$ cat config.mk
export PLATFORM = sky130hd
export DESIGN_NAME = ultrasonic_echo_ranger
export DESIGN_NICKNAME = d
export VERILOG_FILES = /design/src/sv/uer_pkg.sv /design/src/sv/uer_ctrl.sv /design/src/sv/ultrasonic_echo_ranger.sv
export VERILOG_INCLUDE_DIRS = /design/src /design/src/sv
export SDC_FILE = /design/constraint.sdc
export NUM_CORES = 2
export LEC_CHECK = 0
export ABC_AREA = 1
export BUFFER_PORTS_ARGS = -buffer_cell sky130_fd_sc_hd__buf_2
export CORE_MARGIN = 2
export CORE_UTILIZATION = 58
export DETAILED_ROUTE_END_ITERATION = 8
export PLACE_DENSITY = 0.86
export SLEW_MARGIN = 25
export SYNTH_ARGS = -nofsm -noshare
export SYNTH_HDL_FRONTEND = slang
export SYNTH_SLANG_ARGS = --single-unit
$ cat constraint.sdc
create_clock -name clock -period 6.48 [get_ports clock]
set_input_delay 0.972 -clock clock [delete_from_list [all_inputs] [get_ports clock]]
set_output_delay 0.972 -clock clock [all_outputs]
set_load 0.01 [all_outputs]
$ cat src/sv/assert_macros.svh
// Assertion macros used by the ranger top level.
`ifndef ASSERT_MACROS_SVH
`define ASSERT_MACROS_SVH

// Checks a property on every rising clock edge outside reset.
`define UER_ASSERT(label, clk, rst, prop, msg) \
   label: assert property (@(posedge clk) disable iff (rst) (prop)) else $error(msg);

// Checks that a condition is followed by another in the next cycle.
`define UER_ASSERT_NEXT(label, clk, rst, ante, cons, msg) \
   label: assert property (@(posedge clk) disable iff (rst) (ante) |=> (cons)) else $error(msg);

`endif

$ cat src/sv/uer_pkg.sv
// Shared types and constants of the ultrasonic echo ranger.
`default_nettype none

package uer_pkg;

   localparam int TRIG_W   = 20;
   localparam int TIME_W   = 24;
   localparam int COEFF_W  = 20;
   localparam int COUNT_W  = 24;
   localparam int DIST_W   = 28;
   localparam int PROD_W   = COUNT_W + COEFF_W;
   localparam int FRAC_W   = 16;
   localparam int CSR_AW   = 4;
   localparam int CSR_DW   = 32;

   localparam logic [TRIG_W-1:0]  TRIG_RESET    = 20'd20000;
   localparam logic [TIME_W-1:0]  TIMEOUT_RESET = 24'd2000000;
   localparam logic [COEFF_W-1:0] COEFF_RESET   = 20'd112394;

   // Register indexes, taken from paddr[3:2].
   localparam logic [1:0] REG_TRIGGER = 2'd0;
   localparam logic [1:0] REG_TIMEOUT = 2'd1;
   localparam logic [1:0] REG_COEFF   = 2'd2;

   typedef enum logic [2:0] {
      PH_IDLE      = 3'd0,
      PH_TRIG      = 3'd1,
      PH_WAIT_LOW  = 3'd2,
      PH_WAIT_HIGH = 3'd3,
      PH_COUNT     = 3'd4
   } phase_type;

   typedef struct packed {
      logic               trigger_level;
      logic               done_res;
      logic               timed_out;
      logic               valid_res;
      logic [COUNT_W-1:0] echo_count;
   } ctrl_result_type;

endpackage

`default_nettype wire

$ cat src/sv/uer_ctrl.sv
// Measurement sequencer: trigger pulse, echo waits, echo counting and timeout.
`default_nettype none

module uer_ctrl (
   input  wire                                clock,
   input  wire                                reset,
   input  wire                                step,
   input  wire                                start_req,
   input  wire                                echo_level,
   input  wire  [uer_pkg::TRIG_W-1:0]         trigger_ticks,
   input  wire  [uer_pkg::TIME_W-1:0]         timeout_ticks,
   output uer_pkg::ctrl_result_type           result
);

   uer_pkg::phase_type              phase_ff, phase_in;
   logic [uer_pkg::TRIG_W-1:0]      pulse_ff, pulse_in;
   logic [uer_pkg::TIME_W-1:0]      elapsed_ff, elapsed_in;
   logic [uer_pkg::COUNT_W-1:0]     high_ff, high_in;
   logic                            tmo_ff, tmo_in;
   logic                            hit_ff, hit_in;

   logic [uer_pkg::TRIG_W-1:0]      trig_len;
   logic [uer_pkg::TIME_W-1:0]      limit;
   logic                            done;
   logic                            ended;

   assign trig_len = (trigger_ticks == '0) ? uer_pkg::TRIG_W'(1) : trigger_ticks;
   assign limit    = (timeout_ticks == '0) ? uer_pkg::TIME_W'(1) : timeout_ticks;

   always_ff @(posedge clock) begin
      if (reset) begin
         phase_ff   <= uer_pkg::PH_IDLE;
         pulse_ff   <= '0;
         elapsed_ff <= '0;
         high_ff    <= '0;
         tmo_ff     <= 1'b0;
         hit_ff     <= 1'b0;
      end else if (step) begin
         phase_ff   <= phase_in;
         pulse_ff   <= pulse_in;
         elapsed_ff <= elapsed_in;
         high_ff    <= high_in;
         tmo_ff     <= tmo_in;
         hit_ff     <= hit_in;
      end
   end

   always_comb begin
      phase_in   = phase_ff;
      pulse_in   = pulse_ff;
      elapsed_in = elapsed_ff;
      high_in    = high_ff;
      tmo_in     = tmo_ff;
      hit_in     = hit_ff;
      done       = 1'b0;
      ended      = 1'b0;
      case (phase_ff)
         uer_pkg::PH_TRIG: begin
            if (pulse_ff >= trig_len) begin
               phase_in   = uer_pkg::PH_WAIT_LOW;
               elapsed_in = '0;
            end else begin
               pulse_in = pulse_ff + 1'b1;
            end
         end
         uer_pkg::PH_WAIT_LOW, uer_pkg::PH_WAIT_HIGH, uer_pkg::PH_COUNT: begin
            if (elapsed_ff != '1) begin
               elapsed_in = elapsed_ff + 1'b1;
            end
            if (phase_ff == uer_pkg::PH_WAIT_LOW) begin
               if (!echo_level) begin
                  phase_in = uer_pkg::PH_WAIT_HIGH;
               end
            end else if (phase_ff == uer_pkg::PH_WAIT_HIGH) begin
               if (echo_level) begin
                  phase_in = uer_pkg::PH_COUNT;
                  high_in  = uer_pkg::COUNT_W'(1);
               end
            end else if (echo_level) begin
               if (high_ff != '1) begin
                  high_in = high_ff + 1'b1;
               end
            end else begin
               ended = 1'b1;
            end
            // The echo end wins over a timeout that falls on the same tick.
            if (ended || (elapsed_in >= limit)) begin
               phase_in = uer_pkg::PH_IDLE;
               done     = 1'b1;
               tmo_in   = !ended;
               hit_in   = (high_in != '0);
            end
         end
         default: begin
            phase_in = uer_pkg::PH_IDLE;
            if (start_req) begin
               phase_in   = uer_pkg::PH_TRIG;
               pulse_in   = uer_pkg::TRIG_W'(1);
               elapsed_in = '0;
               high_in    = '0;
               tmo_in     = 1'b0;
               hit_in     = 1'b0;
            end
         end
      endcase
   end

   assign result.trigger_level = (phase_in == uer_pkg::PH_TRIG);
   assign result.done_res      = done;
   assign result.timed_out     = tmo_in;
   assign result.valid_res     = hit_in;
   assign result.echo_count    = high_in;

endmodule

`default_nettype wire

$ cat src/sv/ultrasonic_echo_ranger.sv
// Ultrasonic echo ranger top level: register port, sequencer and result pipeline.
//
// Each input item is one tick: a start request and the sampled echo pin level.
// Each accepted item gives exactly one result item with the trigger pin level,
// a done pulse, the timeout and valid flags of the last finished measurement,
// the echo count and the distance in hundredths of a centimeter.
// The sequencer state advances on the edge at which an item is accepted, so
// one item is taken per cycle while the result side keeps up.
// Results leave through two registers: the sequencer result, then the output
// register where count times coefficient is scaled into the distance.
// An accepted item is held in the sequencer result register and then in the
// output register, which drives rsp_valid; one item per cycle while rsp_stall
// is low. When rsp_stall is high the output register holds and req_stall rises
// once the first result register is also full, so no item is lost.
// Synchronous reset returns the sequencer to idle, clears both result stages
// and loads the register defaults. Registers sit at byte addresses 0, 4, 8:
// trigger length, timeout and distance coefficient; write them only while idle.
`default_nettype none
`include "assert_macros.svh"

module ultrasonic_echo_ranger (
   input  wire                                clock,
   input  wire                                reset,
   input  wire                                req_valid,
   output logic                               req_stall,
   input  wire                                req_start_req,
   input  wire                                req_echo_level,
   output logic                               rsp_valid,
   input  wire                                rsp_stall,
   output logic                               rsp_trigger_level,
   output logic                               rsp_done_res,
   output logic                               rsp_timed_out,
   output logic                               rsp_valid_res,
   output logic [uer_pkg::COUNT_W-1:0]        rsp_echo_count,
   output logic [uer_pkg::DIST_W-1:0]         rsp_distance_centi_cm,
   input  wire                                csr_psel,
   input  wire                                csr_penable,
   input  wire                                csr_pwrite,
   input  wire  [uer_pkg::CSR_AW-1:0]         csr_paddr,
   input  wire  [uer_pkg::CSR_DW-1:0]         csr_pwdata,
   output logic [uer_pkg::CSR_DW-1:0]         csr_prdata,
   output logic                               csr_pready
);

   logic [uer_pkg::TRIG_W-1:0]   trig_ff;
   logic [uer_pkg::TIME_W-1:0]   timeout_ff;
   logic [uer_pkg::COEFF_W-1:0]  coeff_ff;
   logic                         csr_wr;
   logic [1:0]                   csr_idx;

   uer_pkg::ctrl_result_type     ctrl_res;
   uer_pkg::ctrl_result_type     s1_ff;
   logic                         s1_valid_ff;
   logic                         req_take;
   logic                         out_en;
   logic                         s1_move;

   logic                         rsp_valid_ff;
   uer_pkg::ctrl_result_type     rsp_ff;
   logic [uer_pkg::DIST_W-1:0]   dist_ff, dist_in;
   logic [uer_pkg::PROD_W-1:0]   product;

   // Register port
   assign csr_pready = 1'b1;
   assign csr_idx    = csr_paddr[3:2];
   assign csr_wr     = csr_psel && csr_penable && csr_pwrite;

   always_ff @(posedge clock) begin
      if (reset) begin
         trig_ff    <= uer_pkg::TRIG_RESET;
         timeout_ff <= uer_pkg::TIMEOUT_RESET;
         coeff_ff   <= uer_pkg::COEFF_RESET;
      end else if (csr_wr) begin
         case (csr_idx)
            uer_pkg::REG_TRIGGER: trig_ff    <= csr_pwdata[uer_pkg::TRIG_W-1:0];
            uer_pkg::REG_TIMEOUT: timeout_ff <= csr_pwdata[uer_pkg::TIME_W-1:0];
            uer_pkg::REG_COEFF:   coeff_ff   <= csr_pwdata[uer_pkg::COEFF_W-1:0];
            default: ;
         endcase
      end
   end

   always_comb begin
      case (csr_idx)
         uer_pkg::REG_TRIGGER: csr_prdata = uer_pkg::CSR_DW'(trig_ff);
         uer_pkg::REG_TIMEOUT: csr_prdata = uer_pkg::CSR_DW'(timeout_ff);
         uer_pkg::REG_COEFF:   csr_prdata = uer_pkg::CSR_DW'(coeff_ff);
         default:              csr_prdata = '0;
      endcase
   end

   // Handshake and pipeline control
   assign out_en    = !rsp_valid_ff || !rsp_stall;
   assign req_stall = s1_valid_ff && !out_en;
   assign req_take  = req_valid && !req_stall;
   assign s1_move   = s1_valid_ff && out_en;

   uer_ctrl u_ctrl (
      .clock         (clock),
      .reset         (reset),
      .step          (req_take),
      .start_req     (req_start_req),
      .echo_level    (req_echo_level),
      .trigger_ticks (trig_ff),
      .timeout_ticks (timeout_ff),
      .result        (ctrl_res)
   );

   always_ff @(posedge clock) begin
      if (reset) begin
         s1_valid_ff <= 1'b0;
      end else if (req_take) begin
         s1_valid_ff <= 1'b1;
      end else if (s1_move) begin
         s1_valid_ff <= 1'b0;
      end
   end

   always_ff @(posedge clock) begin
      if (req_take) begin
         s1_ff <= ctrl_res;
      end
   end

   // Distance is the count times the Q16 coefficient, fraction dropped.
   assign product = {{uer_pkg::COEFF_W{1'b0}}, s1_ff.echo_count}
                  * {{uer_pkg::COUNT_W{1'b0}}, coeff_ff};
   assign dist_in = product[uer_pkg::FRAC_W +: uer_pkg::DIST_W];

   always_ff @(posedge clock) begin
      if (reset) begin
         rsp_valid_ff <= 1'b0;
      end else if (out_en) begin
         rsp_valid_ff <= s1_valid_ff;
      end
   end

   always_ff @(posedge clock) begin
      if (s1_move) begin
         rsp_ff  <= s1_ff;
         dist_ff <= dist_in;
      end
   end

   assign rsp_valid             = rsp_valid_ff;
   assign rsp_trigger_level     = rsp_ff.trigger_level;
   assign rsp_done_res          = rsp_ff.done_res;
   assign rsp_timed_out         = rsp_ff.timed_out;
   assign rsp_valid_res         = rsp_ff.valid_res;
   assign rsp_echo_count        = rsp_ff.echo_count;
   assign rsp_distance_centi_cm = dist_ff;

   `UER_ASSERT(a_done_trig_low, clock, reset,
      (rsp_valid_ff && rsp_ff.done_res) |-> !rsp_ff.trigger_level,
      "done item shows trigger high")
   `UER_ASSERT(a_valid_has_count, clock, reset,
      (rsp_valid_ff && rsp_ff.valid_res) |-> (rsp_ff.echo_count != '0),
      "valid flag with zero count")
   `UER_ASSERT(a_stall_when_full, clock, reset,
      req_stall |-> (s1_valid_ff && rsp_valid_ff),
      "input stalled with free stage")
   `UER_ASSERT_NEXT(a_take_fills, clock, reset, req_take, s1_valid_ff,
      "accepted item missing from stage")

endmodule

`default_nettype wire
# --- After elaboration in Yosys (flattened, before gate mapping) ---
# Cells that the tools add are included.
totals:
  mem_count: 0
  wordCells: 105
  latch_bits: 0
  ram_bits: 0
  inputBits: 45
  romBits: 0
  regBits: 223
  out_inout_bits: 91
op_classes:
  reduce_logical: 25
  eq_ne: 11
  multipliers: 1
  n_shift: 0
  order_cmp: 2
  div_mod_pow: 0
  mux: 40
  addsub: 3
  n_bitwise: 1
op_table:
  columns: ["cell", "count"]
  rows:
  - ["$mux W24", 12]
  - ["$pmux W24 S2", 2]
  - ["$pmux W24 S3", 1]
  - ["$mux W20", 3]
  - ["$add A24 B1 Y24 const B", 2]
  - ["$ne A24 B24 Y1 const B", 2]
  - ["$mul A24 B20 Y44", 1]
  - ["$pmux W20 S2", 1]
  - ["$ge A24 B24 Y1", 1]
  - ["$logic_not A24 Y1", 1]
  - ["$reduce_bool A24 Y1", 1]
  - ["$add A20 B1 Y20 const B", 1]
  - ["$ge A20 B20 Y1", 1]
  - ["$logic_not A20 Y1", 1]
  - ["$mux W3", 6]
  - ["$mux W1", 12]
  - ["$eq A3 B1 Y1 const B", 2]
  - ["$eq A3 B2 Y1 const B", 2]
  - ["$pmux W3 S2", 1]
  - ["$reduce_and A2 Y1", 3]
  - ["$logic_and A1 B1 Y1", 5]
  - ["$logic_not A1 Y1", 5]
  - ["$pmux W1 S2", 2]
  - ["$reduce_and A4 Y1", 1]
  - ["other kinds (12)", 14]

# --- Depth between registers and ports, before layout ---
logic_depth:
  word_depth: 9
  mapped_depth: 29
  depth_no_buf: 27

# --- Hierarchy ---
# From an unflattened synthesis, not the netlist that was laid out.
hier_totals:
  hier_cells: 3855
  area_unflattened_um2: 28548.6
by_module_without_submodules:
  columns: ["module", "area_per_inst_um2", "cells_per_inst", "seq_area_each_um2", "n_inst"]
  rows:
  - ["ultrasonic_echo_ranger", 21951.1, 2764, 3843.7, 1]
  - ["uer_ctrl", 6597.6, 1091, 1461.4, 1]

# --- Worst setup path after synthesis ---
# OpenSTA, ideal clock, no wires.
synth_path:
  path_kind: "register to register"
  from: "reg coeff_ff[3] (netlist bit)"
  to: "reg dist_ff (netlist bit rsp_distance_centi_cm[18]) (data pin)"
  arrival_ns: 6.033
  t_required_ns: 6.221
  stages_incl_launch_ff: 28
  setup_time_ns: 0.259
  setup_slack_ns: 0.189
  n_path_buf: 2
  period_less_slack_ns: 6.291
  path_cell_list: "dfxtp_1 -> clkbuf_1 -> clkbuf_1 -> nand2_1 -> inv_1 -> fa_1 -> fa_1 -> inv_1 -> fa_1 -> inv_1 -> fa_1 -> inv_1 -> fa_1 -> inv_1 -> fa_1 -> inv_1 -> fa_1 -> inv_1 -> ha_1 -> nand2_1 -> nor2_1 -> inv_1 -> nor4_1 -> a21oi_1 -> o31ai_1 -> nand3_1 -> nand2_1 -> xor2_1"
synth_via:
  elab_chain_len: 1
synth_rtl:
  columns: ["element", "line_no", "text"]
  rows:
  - ["from (decl)", "ultrasonic_echo_ranger.sv:47", "logic [uer_pkg::COEFF_W-1:0] coeff_ff;"]
  - ["from (signal assigned)", "ultrasonic_echo_ranger.sv:72", "coeff_ff <= uer_pkg::COEFF_RESET;"]
  - ["from (signal assigned)", "ultrasonic_echo_ranger.sv:77", "uer_pkg::REG_COEFF: coeff_ff <= csr_pwdata[uer_pkg::COEFF_W-1:0];"]
  - ["$mul A24 B20 Y44", "ultrasonic_echo_ranger.sv:127", "* {{uer_pkg::COUNT_W{1'b0}}, coeff_ff};"]
  - ["named net product, one bit", "ultrasonic_echo_ranger.sv:61", "logic [uer_pkg::PROD_W-1:0] product;"]
  - ["to (signal assigned)", "ultrasonic_echo_ranger.sv:141", "dist_ff <= dist_in;"]
  - ["to (decl)", "ultrasonic_echo_ranger.sv:60", "logic [uer_pkg::DIST_W-1:0] dist_ff, dist_in;"]
# The timed path passes the listed nets, and every way through them passes these cells.
# A chain may end at the register's enable or synchronous reset.

# --- Worst setup path after layout ---
layout_path:
  from: "reg s1_ff[9] (netlist bit)"
  to: "reg dist_ff (netlist bit rsp_distance_centi_cm[16]) (data pin)"
layout_via:
  elab_chain_len: 1
layout_rtl:
  columns: ["element", "line_no", "text"]
  rows:
  - ["from (decl)", "ultrasonic_echo_ranger.sv:52", "uer_pkg::ctrl_result_type s1_ff;"]
  - ["from (signal assigned)", "ultrasonic_echo_ranger.sv:121", "s1_ff <= ctrl_res;"]
  - ["$mul A24 B20 Y44", "ultrasonic_echo_ranger.sv:127", null]
  - ["named net product, one bit", "ultrasonic_echo_ranger.sv:61", null]
# The timed path passes the listed nets, and every way through them passes these cells.

==> summary.md <==
| Metric | Value |
|---|---|
| Status | finished, violations left |
| Failing checks | setup timing |
| Via density | 5.67 |
| Fill cell count | 3,529 |
| Post-synth EDFFs | 84 |
| Max Fclk | 151 MHz |
| Routability cong. | 0.945 |
| Placement Cell Area | 29,600 sq um |
| Die area | 50,100 sq um |
| CTS root buffer | clkbuf_16 |
| Post-synth ARST share | 0 |
| Most frequent CP cell | fa_1 |
| Pwr per Cell Area | 591 nW/um^2 |
| Num rows | 80 |
| Hold-critical path depth | 0 |
| Design area | 31,300 sq um |
| GRT met3 Usage | 0.0632 |
| Diodes inserted | 0 |
| Worst Path Arrival | 7.01 ns |
| Pins over their slew limit | 0 |
| GRT met2 Usage | 0.500 |
| Met1 Use GR | 0.396 |
| Critical Path Start | s1_ff[9] |
| Vias in the first global route | 24,651 |
| Critical R2R Launch | s1_ff[9] |
| Gr usage total | 0.304 |
| Main flop type after synthesis | dfxtp_1 |
| Crit path max-delay cell type | fa_2 |
| Grt ovf | 0 |
| I/O pins | 136 |
| Layout overhead on the synthesized area | 11.7% |
| Final setup violation count | 5 |
| H-tree levels | 1 |
| Part of the cycle the worst path needs | 1.02 |
| Worst EP required | 6.88 ns |
| Distinct cells, synth | 62 |
| Largest net degree at the start of global routing | 70 |
| Final hold vios | 0 |
| IO Port Bufs | 116 |
| Total core area | 47,700 sq um |
| CTS Buf Count | 25 |
| Crit path launch type | flop |
| Worst-path fanout max | 7 |
| CTS tree | done |
| Final Skew | 0.0120 ns |
| Pwr Total | 18,500 uW |
| Die Y | 224 um |
| Critical path type | reg2reg |
| Clk slew on worst S/H paths | 0.06 ns |
| Routed Wire Length | 78.6 mm |
| Sequential cell area | 5320 sq um |
| Wirelength per Cell | 17.8 um |
| Antenna violations before repair | 0 |
| Final worst slack | -0.132 ns |
| Hold_ws | around 0.42 ns |
| Most used routing layer | met2 |
| Register area share after synthesis | 0.189 |
| Initial Util | 0.587 |
| Mapped Area | 28,000 sq um |
| RSZ-0062 raised after global routing | true |
| Detailed Routing Iterations Pass 1 | 8 |
| Clock tree buffer depth | 3 |
| Relative slew slack | 0.249 |
| VDD IR max | ~1.1 mV |
| Min Tclk post-route | 6.61 ns |
| Number of max-cap violations | 0 |
| Layout cell share with drive strength beyond 1 | 0.120 |
| Detailed Place HPWL | around 57 mm |
| Reg2Reg Depth | 27 |
| CP Capture Type | flop |
| DR vias | 25,043 |
| DRC viols | 0 |
| First-pass GRT wire length | 122 mm |
| Synth warn | 0 |
| Multi-input logic area | 18,900 sq um |
| Seq cells post-synth | about 220 |
| Lkg Pwr | 0.0170 uW |
| Latest clock arrival within the worst-skew pair | 0.57 ns |
| Flop2flop setup slack | -0.13 ns |
| Syn Inst Count | 3,660 |
| Syn Area/Cell | 7.65 sq um |
| Initial drt markers | 3,085 |
| CTS Sinks | roughly 220 |
| Actual slew at the worst max-slew pin | between 1 and 1.5 ns |
| Hold_sp | s1_ff[26] |
| Crit-path max cell delay | 0.57 ns |
| ANT nets after route | 0 |
| Final net count | 4,414 |
| Worst min path class | reg2reg |
| Die X-Extent | approximately 220 um |
==> stage by stage <==
stage | TNS, ns | setup slack [ns] | util | instances
floorplan | 0 | 0.189 | - | 3667
global placement | 0 | 0.00835 | 0.620 | 4339
detailed placement | -0.322 | -0.0926 | 0.620 | 4339
CTS | 0 | 0.00820 | 0.639 | 4388
global route | -2.58 | -0.279 | 0.655 | 4413
finish | -0.405 | -0.132 | 0.655 | 4413
==> layout by cell type, fill, tap and decap left out, types with 14 or more instances in the layout <==
cell and n:
o221ai_1 22, a21oi_1 170, a31oi_1 14, buf_4 121, o22ai_1 23, ha_1 187, inv_1 904, nand2_1 824
nor3_1 32, buf_6 15, nand3_1 92, edfxtp_1 84, xor2_1 38, clkbuf_16 30, buf_2 116, nand4_1 40
inv_2 27, nor2_1 184, fa_1 379, o21ai_0 122, o211ai_1 16, dfxtp_1 128, nand2_2 18
==> power breakdown <==
| part | internal (uW) | leakage [uW] | switching, uW |
|---|---|---|---|
| logic | 6130 | 0.0146 | 8680 |
| clock network | 902 | 0.000440 | 651 |
| registers | 2030 | 0.00195 | 82.2 |
==> cells in the mapped netlist (5+ instances only) <==
cell | n | area share
inv_2 | 13 | 0.0017
a21oi_1 | 182 | 0.033
nor2_4 | 6 | 0.0024
o21bai_1 | 8 | 0.0021
nor2_1 | 191 | 0.026
buf_6 | 5 | 0.0020
nor4_1 | 9 | 0.0020
dfxtp_1 | 139 | 0.099
buf_2 | 16 | 0.0029
o21a_1 | 8 | 0.0021
o211ai_1 | 16 | 0.0043
nand2_2 | 7 | 0.0016
clkbuf_1 | 143 | 0.019
buf_4 | 11 | 0.0029
nor2_2 | 7 | 0.0016
fa_1 | 391 | 0.28
o21ai_1 | 6 | 0.0011
o221ai_1 | 22 | 0.0069
edfxtp_1 | 84 | 0.090
nand2_1 | 840 | 0.11
ha_1 | 199 | 0.089
xor2_1 | 38 | 0.012
o21ai_0 | 129 | 0.023
nand4_1 | 40 | 0.0089
a31oi_1 | 14 | 0.0031
nand3_1 | 93 | 0.017
xnor2_1 | 13 | 0.0041
o22ai_1 | 23 | 0.0051
nor3_1 | 36 | 0.0064
inv_1 | 918 | 0.12
==> sequential cells by signal, indices dropped and copies added (netlist names), 3 cells and up <==
| name | flops |
|---|---|
| s1_ff | 28 |
| u_ctrl.phase_ff | 3 |
| rsp_distance_centi_cm | 28 |
| trig_ff | 20 |
| coeff_ff | 20 |
| u_ctrl.elapsed_ff | 24 |
| u_ctrl.pulse_ff | 20 |
| u_ctrl.high_ff | 24 |
| timeout_ff | 24 |
| rsp_echo_count | 24 |
==> path summary, 6_finish.rpt <==
kind | endpoint
worst max-delay path | rsp_distance_centi_cm[16]
worst min register to register | rsp_done_res
worst min-delay path | rsp_done_res
worst max register to register | rsp_distance_centi_cm[16]
==> final cells by class <==
| type | instances | area share |
|---|---|---|
| Sequential cell | 223 | 0.170 |
| Multi-Input combinational cell | 2333 | 0.604 |
| Inverter | 933 | 0.112 |
| Clock inverter | 16 | 0.00624 |
| Timing Repair Buffer | 263 | 0.0602 |
| Clock buffer | 30 | 0.0223 |
| Tap cell | 615 | 0.0246 |
==> critical path: cells and delay by family (launching register included) <==
kind / cells / cell delay, ns
AND/OR/NAND/NOR: 6 / 0.74
buffers and inverters: 9 / 0.83
flip-flops: 1 / 0.48
AO/OA/AOI/OAI: 3 / 0.51
XOR/XNOR: 1 / 0.18
adder cells (fa/ha/maj): 8 / 3.69
==> logic make-up after synthesis <==
| family | count (synthesis) | synth area share |
|---|---|---|
| compound gates | 427 | 0.0862 |
| fa+ha+maj | 590 | 0.368 |
| other cells | 2 | 0.000268 |
| flops | 223 | 0.189 |
| simple gates | 1256 | 0.187 |
| xor+xnor | 51 | 0.0160 |
| buf+inv | 1111 | 0.153 |
==> repair_timing <==
item | CTS | global route
setup buffers | 3 | 22
hold buffers | 0 | 0
cloned | 0 | 3
setup endpoints to repair | 9 | 23
gates resized for setup | 5 | 137
pin swaps | 0 | 56
==> per-layer routing <==
layer	part of all wire	wire length, um	vias to the layer above
li1	-	-	11271
met1	0.37	29300	11873
met2	0.46	36500	1573
met3	0.11	9020	326
met4	0.049	3830	0
met5	0	0	-
Note: power is estimated with default switching activity, not from simulation.
